### src/rtl/mcv_pkg.sv
// Package of the mesh container validator: status codes, beat and result structs,
// layout constants and small helper functions. Depends on nothing.
package mcv_pkg;

    localparam int POS_W        = 40;
    localparam int HDR_BYTES    = 24;
    localparam int VERTEX_BYTES = 40;
    localparam int MAGIC_BYTES  = 8;

    // Header positions: each word's last byte, plus the index word's first byte.
    localparam logic [4:0] POS_VERSION_END = 5'd11;
    localparam logic [4:0] POS_MESHES_END  = 5'd15;
    localparam logic [4:0] POS_VERTS_END   = 5'd19;
    localparam logic [4:0] POS_VERTS_NEXT  = 5'd20;
    localparam logic [4:0] POS_INDICES_END = 5'd23;

    localparam logic [POS_W-1:0] POS_MAX      = {POS_W{1'b1}};
    localparam logic [POS_W-1:0] POS_HDR_LAST = POS_W'(HDR_BYTES - 1);

    typedef enum logic [2:0] {
        ST_OK      = 3'd0,
        ST_TRUNC   = 3'd1,
        ST_MAGIC   = 3'd2,
        ST_VERSION = 3'd3,
        ST_OFFSETS = 3'd4,
        ST_FLOAT   = 3'd5,
        ST_INDEX   = 3'd6
    } t_status;

    typedef struct packed {
        logic [7:0] data_byte;
        logic       last_byte;
    } t_beat;

    typedef struct packed {
        logic        valid_res;
        t_status     status;
        logic [31:0] mesh_count;
        logic [31:0] vertex_count;
        logic [31:0] index_count;
    } t_verdict;

    // Expected magic: the ASCII text of the format tag followed by a zero byte.
    function automatic logic [7:0] magic_byte(input logic [2:0] idx);
        logic [7:0] m;
        case (idx)
            3'd0:    m = "R";
            3'd1:    m = "R";
            3'd2:    m = "M";
            3'd3:    m = "E";
            3'd4:    m = "S";
            3'd5:    m = "H";
            3'd6:    m = "1";
            default: m = 8'h00;
        endcase
        return m;
    endfunction

    // Since 4 is 1 modulo 3, a byte is congruent to the sum of its base-4 digits.
    function automatic logic [1:0] byte_mod3(input logic [7:0] b);
        logic [3:0] s;
        logic [2:0] t;
        s = 4'(b[1:0]) + 4'(b[3:2]) + 4'(b[5:4]) + 4'(b[7:6]);
        t = 3'(s[1:0]) + 3'(s[3:2]);
        if (t >= 3'd6) begin
            return 2'd0;
        end else if (t >= 3'd3) begin
            return 2'(t - 3'd3);
        end
        return t[1:0];
    endfunction

    function automatic logic [1:0] add_mod3(input logic [1:0] a, input logic [1:0] b);
        logic [2:0] s;
        s = 3'(a) + 3'(b);
        if (s >= 3'd3) begin
            s = s - 3'd3;
        end
        return s[1:0];
    endfunction

endpackage

### src/rtl/mcv_if.sv
// Channel interfaces of the mesh container validator: the byte input channel and
// the result channel, each with valid/ready. Depends on nothing.
interface mcv_byte_if;
    logic       valid;
    logic       ready;
    logic [7:0] data_byte;
    logic       last_byte;

    modport source (output valid, output data_byte, output last_byte, input ready);
    modport sink   (input valid, input data_byte, input last_byte, output ready);
endinterface

interface mcv_res_if;
    logic        valid;
    logic        ready;
    logic        valid_res;
    logic [2:0]  status;
    logic [31:0] mesh_count;
    logic [31:0] vertex_count;
    logic [31:0] index_count;

    modport source (output valid, output valid_res, output status, output mesh_count,
                    output vertex_count, output index_count, input ready);
    modport sink   (input valid, input valid_res, input status, input mesh_count,
                    input vertex_count, input index_count, output ready);
endinterface

### src/rtl/mcv_in_stage.sv
// Input register of the mesh container validator: holds one byte beat until the
// check core takes it. Depends on mcv_pkg.
module mcv_in_stage import mcv_pkg::*; (
    input  logic  i_clk,
    input  logic  i_rst_n,
    input  logic  i_valid,
    input  t_beat i_beat,
    input  logic  i_adv,
    output logic  o_ready,
    output logic  o_valid,
    output t_beat o_beat
);

    logic  r_valid;
    logic  n_valid;
    t_beat r_beat;

    assign o_ready = !r_valid || i_adv;
    assign n_valid = i_valid ? 1'b1 : (r_valid && !i_adv);

    always_ff @(posedge i_clk) begin
        if (!i_rst_n) begin
            r_valid <= 1'b0;
        end else begin
            r_valid <= n_valid;
        end
    end

    always_ff @(posedge i_clk) begin
        if (i_valid && o_ready) begin
            r_beat <= i_beat;
        end
    end

    assign o_valid = r_valid;
    assign o_beat  = r_beat;

endmodule

### src/rtl/mcv_core.sv
// Check core of the mesh container validator: stream position, header capture,
// section bounds and the per-word checks, plus the verdict of the final byte.
// Depends on mcv_pkg.
module mcv_core import mcv_pkg::*; (
    input  logic     i_clk,
    input  logic     i_rst_n,
    input  logic     i_adv,
    input  t_beat    i_beat,
    output t_verdict o_verdict
);

    logic [POS_W-1:0] r_pos, n_pos;
    logic [23:0]      r_gather, n_gather;
    logic [1:0]       r_gather_m3, n_gather_m3;
    logic [31:0]      r_meshes_seen, n_meshes_seen;
    logic [31:0]      r_prev_off, n_prev_off;
    logic [1:0]       r_prev_m3, n_prev_m3;
    logic [POS_W-1:0] r_vertex_start, n_vertex_start;
    logic [POS_W-1:0] r_index_start, n_index_start;
    logic [POS_W-1:0] r_total_end, n_total_end;
    logic [5:0]       r_byte_in_vtx, n_byte_in_vtx;
    t_status          r_first_error, n_first_error;
    logic [31:0]      r_hdr_meshes, n_hdr_meshes;
    logic [31:0]      r_hdr_vertices, n_hdr_vertices;
    logic [31:0]      r_hdr_indices, n_hdr_indices;

    logic [7:0]  b;
    logic [1:0]  lane;
    logic        word_done;
    logic [31:0] word;
    logic [1:0]  b_m3;
    logic [1:0]  word_m3;
    logic        no_error;
    logic        flag;
    t_status     flag_code;
    logic [3:0]  vtx_word;
    logic [POS_W:0] size;
    logic        end_beyond;
    t_status     status;

    assign b         = i_beat.data_byte;
    assign lane      = r_pos[1:0];
    assign word_done = (lane == 2'd3);
    assign word      = {b, r_gather};
    assign b_m3      = byte_mod3(b);
    assign word_m3   = add_mod3(r_gather_m3, b_m3);
    assign no_error  = (r_first_error == ST_OK);
    assign vtx_word  = r_byte_in_vtx[5:2];

    always_comb begin
        n_pos          = r_pos;
        n_gather       = r_gather;
        n_gather_m3    = r_gather_m3;
        n_meshes_seen  = r_meshes_seen;
        n_prev_off     = r_prev_off;
        n_prev_m3      = r_prev_m3;
        n_vertex_start = r_vertex_start;
        n_index_start  = r_index_start;
        n_total_end    = r_total_end;
        n_byte_in_vtx  = r_byte_in_vtx;
        n_hdr_meshes   = r_hdr_meshes;
        n_hdr_vertices = r_hdr_vertices;
        n_hdr_indices  = r_hdr_indices;
        flag           = 1'b0;
        flag_code      = ST_OK;

        case (lane)
            2'd0: begin
                n_gather    = {16'h0000, b};
                n_gather_m3 = b_m3;
            end
            2'd1: begin
                n_gather    = r_gather | {8'h00, b, 8'h00};
                n_gather_m3 = word_m3;
            end
            2'd2: begin
                n_gather    = r_gather | {b, 16'h0000};
                n_gather_m3 = word_m3;
            end
            default: begin
                n_gather    = r_gather;
                n_gather_m3 = r_gather_m3;
            end
        endcase

        if (r_pos < POS_W'(MAGIC_BYTES)) begin
            flag      = (b != magic_byte(r_pos[2:0]));
            flag_code = ST_MAGIC;
        end else if (r_pos < POS_W'(HDR_BYTES)) begin
            // Section bounds are built up across the header so that each step
            // needs only one wide add.
            if (word_done && r_pos[4:0] == POS_VERSION_END) begin
                flag      = (word != 32'd1);
                flag_code = ST_VERSION;
            end
            if (word_done && r_pos[4:0] == POS_MESHES_END) begin
                n_hdr_meshes   = word;
                n_vertex_start = POS_W'(HDR_BYTES + 4) + {6'b0, word, 2'b00};
            end
            if (word_done && r_pos[4:0] == POS_VERTS_END) begin
                n_hdr_vertices = word;
                n_index_start  = r_vertex_start + {3'b0, word, 5'b00000};
            end
            if (r_pos[4:0] == POS_VERTS_NEXT) begin
                n_index_start = r_index_start + {5'b0, r_hdr_vertices, 3'b000};
            end
            if (word_done && r_pos[4:0] == POS_INDICES_END) begin
                n_hdr_indices = word;
                n_total_end   = r_index_start + {6'b0, word, 2'b00};
            end
        end else if (r_pos < r_vertex_start) begin
            if (word_done && no_error) begin
                // Once the word is not below the previous offset, the step is a
                // multiple of three exactly when both residues agree.
                if (r_meshes_seen == 32'd0) begin
                    flag = (word != 32'd0);
                end else begin
                    flag = (word < r_prev_off) || (word > r_hdr_indices) ||
                           (word_m3 != r_prev_m3);
                end
                if (r_meshes_seen == r_hdr_meshes && word != r_hdr_indices) begin
                    flag = 1'b1;
                end
                flag_code     = ST_OFFSETS;
                n_prev_off    = word;
                n_prev_m3     = word_m3;
                n_meshes_seen = r_meshes_seen + 32'd1;
            end
        end else if (r_pos < r_index_start) begin
            // Position and normal occupy words 0 to 5, the uv pair words 7 and 8.
            if (word_done && no_error &&
                (vtx_word < 4'd6 || vtx_word == 4'd7 || vtx_word == 4'd8)) begin
                flag      = &word[30:23];
                flag_code = ST_FLOAT;
            end
            if (r_byte_in_vtx == 6'(VERTEX_BYTES - 1)) begin
                n_byte_in_vtx = 6'd0;
            end else begin
                n_byte_in_vtx = r_byte_in_vtx + 6'd1;
            end
        end else if (r_pos < r_total_end) begin
            if (word_done && no_error) begin
                flag      = (word >= r_hdr_vertices);
                flag_code = ST_INDEX;
            end
        end

        if (r_pos != POS_MAX) begin
            n_pos = r_pos + POS_W'(1);
        end

        n_first_error = (no_error && flag) ? flag_code : r_first_error;
    end

    // Verdict of a final byte. When the final byte closes the header the end
    // bound is only being formed now, but it always lies beyond the header.
    assign size       = {1'b0, r_pos} + (POS_W + 1)'(1);
    assign end_beyond = (r_pos == POS_HDR_LAST) || ({1'b0, r_total_end} > size);

    always_comb begin
        if (r_pos < POS_HDR_LAST) begin
            status = ST_TRUNC;
        end else if (n_first_error == ST_MAGIC || n_first_error == ST_VERSION) begin
            status = n_first_error;
        end else if (end_beyond) begin
            status = ST_TRUNC;
        end else begin
            status = n_first_error;
        end
    end

    always_comb begin
        o_verdict.valid_res    = (status == ST_OK);
        o_verdict.status       = status;
        o_verdict.mesh_count   = (status == ST_OK) ? r_hdr_meshes : 32'd0;
        o_verdict.vertex_count = (status == ST_OK) ? r_hdr_vertices : 32'd0;
        o_verdict.index_count  = (status == ST_OK) ? r_hdr_indices : 32'd0;
    end

    always_ff @(posedge i_clk) begin
        if (!i_rst_n || (i_adv && i_beat.last_byte)) begin
            r_pos          <= '0;
            r_gather       <= '0;
            r_gather_m3    <= '0;
            r_meshes_seen  <= '0;
            r_prev_off     <= '0;
            r_prev_m3      <= '0;
            r_vertex_start <= '0;
            r_index_start  <= '0;
            r_total_end    <= '0;
            r_byte_in_vtx  <= '0;
            r_first_error  <= ST_OK;
            r_hdr_meshes   <= '0;
            r_hdr_vertices <= '0;
            r_hdr_indices  <= '0;
        end else if (i_adv) begin
            r_pos          <= n_pos;
            r_gather       <= n_gather;
            r_gather_m3    <= n_gather_m3;
            r_meshes_seen  <= n_meshes_seen;
            r_prev_off     <= n_prev_off;
            r_prev_m3      <= n_prev_m3;
            r_vertex_start <= n_vertex_start;
            r_index_start  <= n_index_start;
            r_total_end    <= n_total_end;
            r_byte_in_vtx  <= n_byte_in_vtx;
            r_first_error  <= n_first_error;
            r_hdr_meshes   <= n_hdr_meshes;
            r_hdr_vertices <= n_hdr_vertices;
            r_hdr_indices  <= n_hdr_indices;
        end
    end

endmodule

### src/rtl/mcv_out_stage.sv
// Result register of the mesh container validator: holds one verdict until the
// receiver takes it. Depends on mcv_pkg.
module mcv_out_stage import mcv_pkg::*; (
    input  logic     i_clk,
    input  logic     i_rst_n,
    input  logic     i_load,
    input  t_verdict i_verdict,
    input  logic     i_ready,
    output logic     o_valid,
    output t_verdict o_verdict
);

    logic     r_valid;
    logic     n_valid;
    t_verdict r_verdict;

    assign n_valid = i_load ? 1'b1 : (r_valid && !i_ready);

    always_ff @(posedge i_clk) begin
        if (!i_rst_n) begin
            r_valid <= 1'b0;
        end else begin
            r_valid <= n_valid;
        end
    end

    always_ff @(posedge i_clk) begin
        if (i_load) begin
            r_verdict <= i_verdict;
        end
    end

    assign o_valid   = r_valid;
    assign o_verdict = r_verdict;

endmodule

### src/rtl/mesh_container_validator_unit.sv
// Top level of the mesh container validator: input register, check core and
// result register. Depends on mcv_pkg, mcv_if, mcv_in_stage, mcv_core, mcv_out_stage.
//
// Usage: a container enters on i_byte one byte per beat in file order, with
// last_byte set on the final beat of the buffer. Exactly one result beat leaves
// on o_res for each final byte; other bytes give no result. The result carries
// valid_res, the status code and the three header counts, which read zero
// unless the container passed every check.
// Throughput: one byte per cycle for streams of any length, sustained while each
// final byte finds the result register free; a new container may start on the
// beat right after a final byte. Path: a byte is registered in the input register
// and checked there by the core; a final byte's result is loaded into the result
// register when o_res is free and leaves on o_res from that register.
// Reset: a synchronous active-low reset empties both registers and clears the
// stream position, the error record and the header counts. The same clearing
// happens inside the core after every final byte.
// Stalls: while o_res waits, non-final bytes keep flowing through the core;
// only a final byte waits in the input register until the result register is
// free, and i_byte.ready then drops until it moves on.
module mesh_container_validator_unit import mcv_pkg::*; (
    input  logic i_clk,
    input  logic i_rst_n,
    mcv_byte_if.sink  i_byte,
    mcv_res_if.source o_res
);

    t_beat    in_beat;
    t_beat    stage_beat;
    logic     stage_valid;
    logic     out_free;
    logic     adv;
    t_verdict core_verdict;
    t_verdict out_verdict;
    logic     out_valid;

    assign in_beat.data_byte = i_byte.data_byte;
    assign in_beat.last_byte = i_byte.last_byte;

    // A byte held in the input register moves into the core every cycle; a final byte needs a free result slot.
    assign out_free = !out_valid || o_res.ready;
    assign adv      = stage_valid && (!stage_beat.last_byte || out_free);

    mcv_in_stage u_in_stage (
        .i_clk   (i_clk),
        .i_rst_n (i_rst_n),
        .i_valid (i_byte.valid),
        .i_beat  (in_beat),
        .i_adv   (adv),
        .o_ready (i_byte.ready),
        .o_valid (stage_valid),
        .o_beat  (stage_beat)
    );

    mcv_core u_core (
        .i_clk     (i_clk),
        .i_rst_n   (i_rst_n),
        .i_adv     (adv),
        .i_beat    (stage_beat),
        .o_verdict (core_verdict)
    );

    mcv_out_stage u_out_stage (
        .i_clk     (i_clk),
        .i_rst_n   (i_rst_n),
        .i_load    (adv && stage_beat.last_byte),
        .i_verdict (core_verdict),
        .i_ready   (o_res.ready),
        .o_valid   (out_valid),
        .o_verdict (out_verdict)
    );

    assign o_res.valid        = out_valid;
    assign o_res.valid_res    = out_verdict.valid_res;
    assign o_res.status       = out_verdict.status;
    assign o_res.mesh_count   = out_verdict.mesh_count;
    assign o_res.vertex_count = out_verdict.vertex_count;
    assign o_res.index_count  = out_verdict.index_count;

endmodule

### src/flat_wrapper.sv
// flat-port wrapper written by rule: the top's interface ports become plain ports
module mesh_container_validator_unit_flat import mcv_pkg::*;
  (i_clk, i_rst_n, i_byte_valid, i_byte_data_byte, i_byte_last_byte, i_byte_ready, o_res_valid, o_res_valid_res, o_res_status, o_res_mesh_count, o_res_vertex_count, o_res_index_count, o_res_ready);
  mcv_byte_if i_byte_i ();
  mcv_res_if o_res_i ();
  input  logic i_clk;
  input  logic i_rst_n;
  input wire logic [$bits(i_byte_i.valid)-1:0] i_byte_valid;
  input wire logic [$bits(i_byte_i.data_byte)-1:0] i_byte_data_byte;
  input wire logic [$bits(i_byte_i.last_byte)-1:0] i_byte_last_byte;
  output wire logic [$bits(i_byte_i.ready)-1:0] i_byte_ready;
  output wire logic [$bits(o_res_i.valid)-1:0] o_res_valid;
  output wire logic [$bits(o_res_i.valid_res)-1:0] o_res_valid_res;
  output wire logic [$bits(o_res_i.status)-1:0] o_res_status;
  output wire logic [$bits(o_res_i.mesh_count)-1:0] o_res_mesh_count;
  output wire logic [$bits(o_res_i.vertex_count)-1:0] o_res_vertex_count;
  output wire logic [$bits(o_res_i.index_count)-1:0] o_res_index_count;
  input wire logic [$bits(o_res_i.ready)-1:0] o_res_ready;
  assign i_byte_i.valid = i_byte_valid;
  assign i_byte_i.data_byte = i_byte_data_byte;
  assign i_byte_i.last_byte = i_byte_last_byte;
  assign i_byte_ready = i_byte_i.ready;
  assign o_res_valid = o_res_i.valid;
  assign o_res_valid_res = o_res_i.valid_res;
  assign o_res_status = o_res_i.status;
  assign o_res_mesh_count = o_res_i.mesh_count;
  assign o_res_vertex_count = o_res_i.vertex_count;
  assign o_res_index_count = o_res_i.index_count;
  assign o_res_i.ready = o_res_ready;
  mesh_container_validator_unit u_core (.i_clk(i_clk), .i_rst_n(i_rst_n), .i_byte(i_byte_i), .o_res(o_res_i));
endmodule
### config.mk
export PLATFORM = sky130hd
export DESIGN_NAME = mesh_container_validator_unit_flat
export DESIGN_NICKNAME = d
export VERILOG_FILES = /design/src/rtl/mcv_pkg.sv /design/src/rtl/mcv_if.sv /design/src/rtl/mcv_in_stage.sv /design/src/rtl/mcv_core.sv /design/src/rtl/mcv_out_stage.sv /design/src/rtl/mesh_container_validator_unit.sv /design/src/flat_wrapper.sv
export SDC_FILE = /design/constraint.sdc
export NUM_CORES = 2
export LEC_CHECK = 0
export BUFFER_PORTS_ARGS = -buffer_cell sky130_fd_sc_hd__buf_2
export CAP_MARGIN = 20
export CELL_PAD_IN_SITES_DETAIL_PLACEMENT = 1
export CELL_PAD_IN_SITES_GLOBAL_PLACEMENT = 2
export CORE_MARGIN = 5
export CORE_UTILIZATION = 42
export CTS_CLUSTER_SIZE = 20
export DETAILED_ROUTE_END_ITERATION = 8
export PLACE_DENSITY_LB_ADDON = 0.1
export SYNTH_ARGS = -nofsm -noshare
export SYNTH_HDL_FRONTEND = slang
export SYNTH_HIERARCHICAL = 1
export SYNTH_SLANG_ARGS = --single-unit
export TNS_END_PERCENT = 20
### constraint.sdc
create_clock -name i_clk -period 11.15 [get_ports i_clk]
set_clock_uncertainty 0.2 [all_clocks]
set_input_delay 1.6725 -clock i_clk [delete_from_list [all_inputs] [get_ports i_clk]]
set_output_delay 1.6725 -clock i_clk [all_outputs]
set_load 0.005 [all_outputs]
; ---- Yosys cells after proc, flatten, opt, wreduce, memory -nomap -nowiden
; Index checks and enable logic that the tools add are counted.
[op_classes]
add_sub_neg = 15
magnitude_cmp = 14
eq_ne = 26
muxes = 39
n_bitwise = 5
reduce_logical = 50
[op_table]
columns = operator, n
row1 = $lt 40x40->1, 3
row2 = $lt 40x5->1 const B, 2
row3 = $mux 40, 2
row4 = $pmux 24 s3, 1
row5 = $pmux 7 s6, 1
row6 = $add 40x1->41 const B, 1
row7 = $gt 40x41->1, 1
row8 = $add 40x1->40 const B, 1
row9 = $add 40x34->40, 1
row10 = $add 40x35->40, 1
row11 = $add 40x37->40, 1
row12 = $eq 40x5->1 const B, 1
row13 = $lt 40x4->1 const B, 1
row14 = $ne 40x40->1 const B, 1
row15 = $mux 3, 12
row16 = $add 5x34->35 const A, 1
row17 = $add 32x1->32 const B, 1
row18 = $eq 32x32->1, 1
row19 = $ge 32x32->1, 1
row20 = $gt 32x32->1, 1
row21 = $logic_not 32->1, 1
row22 = $lt 32x32->1, 1
row23 = $ne 32x1->1 const B, 1
row24 = $ne 32x32->1, 1
row25 = other kinds (41), 110
[totals]
reg_bits = 468
input_bits = 13
output_inout_bits = 102

; ---- Logic depth before layout (Yosys ltp)
[logic_depth]
depth_word = 26
ltp_mapped = 29

; ---- Cells and area by module
; The synthesis kept the hierarchy.
[modules_own_cells]
columns = mod, n_inst, cells_each, area_per_inst_um2
row1 = mcv_core, 1, 3566, 26917.1
row2 = mcv_out_stage, 1, 103, 3044.2
row3 = mcv_in_stage, 1, 14, 327.8
row4 = mesh_container_validator_unit, 1, 4, 32.5

; ---- Least setup slack after synthesis
; Ideal clock, no wire load.
[synth_path]
path_type = register -> register
startpoint = register u_core.u_in_stage.r_beat, in the netlist u_core/u_in_stage/o_beat[2]
endpoint = register u_core.u_out_stage.r_verdict, in the netlist u_core/u_out_stage/o_verdict[99], data pin
setup_ns = 0.138
arrival_ns = 7.127
slack_ns = 3.684
path_stages_with_launch = 28
synth_period_minus_slack_ns = 7.466
cell_sequence = edfxtp_1 -> clkbuf_1 -> inv_1 -> fa_1 -> fa_1 -> inv_1 -> ha_1 -> inv_1 -> fa_1 -> inv_1 -> ha_1 -> fa_1 -> ha_1 -> o41ai_1 -> ha_1 -> fa_1 -> ha_1 -> or3_1 -> a21oi_1 -> xor2_1 -> o41a_1 -> a2111o_1 -> a41o_1 -> a211o_1 -> buf_2 -> buf_6 -> buf_8 -> nor2_4
[synth_rtl]
columns = item, line
row1 = "start, declared", mcv_in_stage.sv:16  ; t_beat r_beat;
row2 = "start signal, assigned", mcv_in_stage.sv:31  ; r_beat <= i_beat;
row3 = "end signal, assigned", mcv_out_stage.sv:29  ; r_verdict <= i_verdict;
row4 = "end, declared", mcv_out_stage.sv:15  ; t_verdict r_verdict;

; ---- Worst setup path in the final report
[layout_path]
startpoint = register u_core.u_in_stage.r_beat, in the netlist u_core/u_in_stage/o_beat[4]
endpoint = register u_core.u_out_stage.r_verdict, in the netlist u_core/u_out_stage/o_verdict[44], data pin
[layout_via]
elab_chain_len = 26
elab_cells_between_ends = 48
[layout_lines]
columns = item, line
row1 = $add 2x2->3, mcv_pkg.sv:63  ; s = 4'(b[1:0]) + 4'(b[3:2]) + 4'(b[5:4]) + 4'(b[7:6]);
row2 = $add 3x2->4, mcv_pkg.sv:63
row3 = $add 4x2->4, mcv_pkg.sv:63
row4 = $add 2x2->3, mcv_pkg.sv:64  ; t = 3'(s[1:0]) + 3'(s[3:2]);
row5 = $ge 3x2->1 or $sub 2x2->2 (tied branches), "mcv_pkg.sv:67, mcv_pkg.sv:68"
row6 = $mux 1 or $mux 2 (tied branches), mcv_pkg.sv:67  ; end else if (t >= 3'd3) begin
row7 = $mux 1 or $mux 2 (tied branches), mcv_pkg.sv:65  ; if (t >= 3'd6) begin
row8 = $mux 2, mcv_pkg.sv:70  ; return t[1:0];
row9 = [... 10 more ...], n/a
row10 = $mux 1 (*), mcv_core.sv:86  ; if (r_pos < POS_W'(MAGIC_BYTES)) begin
row11 = $logic_and 1x1->1 (*), mcv_core.sv:152  ; n_first_error = (no_error && flag) ? flag_code : r_first_error;
row12 = $mux 3 (*), mcv_core.sv:152
row13 = $eq 3x2->1, mcv_core.sv:163  ; end else if (n_first_error == ST_MAGIC || n_first_error == ST_VERSION) begin
row14 = $logic_or 1x1->1, mcv_core.sv:163
row15 = $mux 3 (*), mcv_core.sv:163
row16 = $mux 3 (*), mcv_core.sv:161  ; if (r_pos < POS_HDR_LAST) begin
row17 = $logic_not 3->1 (*), mcv_core.sv:176  ; o_verdict.vertex_count = (status == ST_OK) ? r_hdr_vertices : 32'd0;
; Every way passes the cells marked *; elsewhere a longest branch is shown, timed or not. The select of a mux whose other input is x is not followed.
; A chain may end at the register's enable or synchronous reset.

==> flow_summary.yaml <==
outcome:
  status: "completed"
sta:
  hold_violations: 0
  setup_ws_ns: 2.44
  fmax_ghz: 0.115
  fin_setup_tns_ns: 0
  rsz0062_at_grt: "no"
  slew_violations: 0
  min_period_over_period_pct: 78.1
  tightest_slew_ns: 1.17
  setup_viol: 0
  fin_crit_ns: 8.71
  slew_headroom_pct: 21.9
layout:
  fin_area_um2: 33900
  drive_above_1_share_pct: 8.28
  area_growth_pct: 11.7
  fillers: 8543
  nNetsFinal: 4110
place:
  dpl_cell_area_um2: 31900
  numPortBuffers: 114
  dpl.hpwl_um: 86200
  place_congestion: 0.935
  dp_slack_ns: 2.69
hold_path:
  min_path_type: "reg2reg"
critical_path:
  max_stage_delay_ns: 0.63
  critPathArrivalTime_ns: 8.95
  critPathMaxFanout: 80
  crit_required_ns: 11.39
  cp_slowest_cell: "o41ai_1"
  worst_setup_path_start_kind: "flop"
  critPathKind: "reg2reg"
  path_buf_inv: 6
  critPathTopFamily: "adder cells"
  critPathCaptureType: "flop"
clock_network:
  cts.sinks: 457
  cts_buffers: 56
  cts_tree: "yes"
  clk_pin_slew_worst_paths_ns: 0.06
  hold_buffers: 0
  cts_resized: 0
  post_cts_buffers: 0
  clockRootBuffer: "clkbuf_16"
  clock_latency_ns: 0.64
  cts_max_path_buffers: 3
  htreeDepth: 2
floorplan:
  io_pins: 115
  core-area_um2: 71500
  die_w_um: 279
  start_util_pct: 42.4
  die_h_um: 279
  rows: 98
  die-area_um2: 77700
power:
  p_sw_w: 0.00115
  p_seq_share_pct: 41.1
  powerDensity_nw_per_um2: 125
  ir_drop_v: 0.000116
  swShare_pct: 27.2
  power.internal_w: 0.00307
  p_total_w: 0.00422
  p_comb_share_pct: 11.8
  power_frac_clock_pct: 47.1
  leakage_nw: 13.5
run:
  maxCapViolations: 0
synthesis:
  synth.distinct_cells: 80
  async_reset_ff_share_pct: 0
  synth-edff-count: 109
  synth.cell_area_um2: 30300
  yosysSeqAreaShare_pct: 33.8
  syn_area_per_cell_um2: 8.22
  ys_ff_latch: 457
  syn_inst: 3687
  synthFlopType: "dfxtp_1"
  yosysWarnings: 6
  syn-num-nets: 4062
routing:
  drtIter0Drc: 1845
  drtAntennaViolNets: 0
  vias: 27800
  routedWlPerCell_um: 24.6
  first_pass_iters: 5
  drt_wl_total_um: 116000
  drc: 0
  viasPerCell: 5.88
global_route:
  track_usage_pct: 28.7
  grt_max_degree: 186
  grt_pass1_wl_um: 174000
  gr-total-overflow: 0
  grt_pass1_vias: 28300
  grt_antenna_before_repair: 4
[tightest hold or removal path: cells and delay by family (launching register included)]
kind               cells  cell delay (ns)
AOI/OAI and AO/OA      1             0.05
and+or+nand+nor        1             0.05
DFF                    1             0.31
[layout make-up]
| class | count | area (um^2) | share of cell area (%) |
|---|---|---|---|
| Timing Repair Buffer | 174 | 1050 | 3.09 |
| Antenna cell | 1 | 2.50 | 0.00739 |
| Clock inverter | 31 | 453 | 1.34 |
| Sequential cell | 457 | 10200 | 30.2 |
| Multi-Input combinational cell | 2779 | 18400 | 54.3 |
| Tap cell | 950 | 1190 | 3.51 |
| Inverter | 267 | 1000 | 2.96 |
| Clock buffer | 74 | 1530 | 4.51 |
[per-stage QoR]
step / utilization [%] / instances / hold WS [ns]
after floorplan: - / 3687 / 0.236
after global placement: 44.6 / 4625 / 0.242
after detailed placement: 44.6 / 4626 / 0.249
after CTS: 47.4 / 4731 / 0.257
after global routing: 47.4 / 4732 / 0.280
final: 47.4 / 4733 / 0.256
[power groups by stage]
stage,Sequential [W],Clock [W],Combinational [W]
after CTS,0.00173,0.00203,0.000495
after floorplan,0.00177,0,0.000324
after global routing,0.00173,0.00210,0.000547
after global placement,0.00177,0,0.000461
final,0.00173,0.00199,0.000499
after detailed placement,0.00177,0,0.000488
[kinds of logic after synthesis]
group	Yosys count	synth area share (%)
and+or+nand+nor	1315	20.2
AOI/OAI and AO/OA	830	17.1
buffers and inverters	451	5.74
muxes	32	1.06
DFF	457	33.8
adders and majority gates	362	15.2
xor gates and xnor gates	240	6.93
[worst paths after layout]
kind	startpoint	end	slack, ns	depth (start not counted)
max	u_core/u_in_stage/o_beat[4]	u_core/u_out_stage/o_verdict[44]	2.44	25
min reg2reg	u_core/u_core/r_hdr_indices[29]	u_core/u_core/r_hdr_indices[29]	0.26	2
max reg2reg	u_core/u_in_stage/o_beat[4]	u_core/u_out_stage/o_verdict[44]	2.44	25
min	u_core/u_core/r_hdr_indices[29]	u_core/u_core/r_hdr_indices[29]	0.26	2
[cell usage in the layout, fill, tap and decap left out, types with 12 or more instances in the layout]
cell,instances
a21oi_1,348
nor4_1,39
o21ai_0,110
nor2b_1,17
a21o_1,91
o21bai_1,15
nand4_1,73
mux2i_1,32
edfxtp_1,109
dfxtp_1,348
buf_4,58
clkbuf_1,12
a31oi_1,29
and3_1,32
o21a_1,24
nand2b_1,24
xnor2_1,155
xor2_1,85
buf_2,114
nor2_1,332
and2_1,13
clkinv_2,12
o211ai_1,21
nand3_1,137
nor3_1,123
or3_1,21
ha_1,353
clkbuf_16,56
inv_1,267
nand2_1,433
a211oi_1,76
[registers in the layout, summed over array words and instances, names as in the netlist, 33 cells and up]
| signal | cells |
|---|---|
| u_core/u_out_stage/o_verdict | 100 |
| u_core/u_core/r_pos | 40 |
| u_core/u_core/r_index_start | 38 |
| u_core/u_core/r_total_end | 38 |
| u_core/u_core/r_vertex_start | 33 |
[routing by layer]
metal	GRT usage, %	up-vias	wire length (um)
met3	4.23	199	6380
met4	8.67	6	3660
met5	0	-	36
met1	39.8	13900	53700
met2	46.5	681	52400
li1	-	13100	-
[Yosys cell counts (73+ instances only)]
library cell / instances / area [um^2]
nor2_1: 333 / 1250
nand3_1: 139 / 696
inv_1: 267 / 1000
nand4_1: 73 / 457
o21ai_0: 110 / 551
xnor2_1: 155 / 1360
dfxtp_1: 348 / 6970
nor3_1: 125 / 626
a21oi_1: 348 / 1740
clkbuf_1: 156 / 586
a211oi_1: 76 / 571
nand2_1: 436 / 1640
ha_1: 353 / 4420
a21o_1: 91 / 683
xor2_1: 85 / 744
edfxtp_1: 109 / 3270
(Power assumes the default switching activity.)
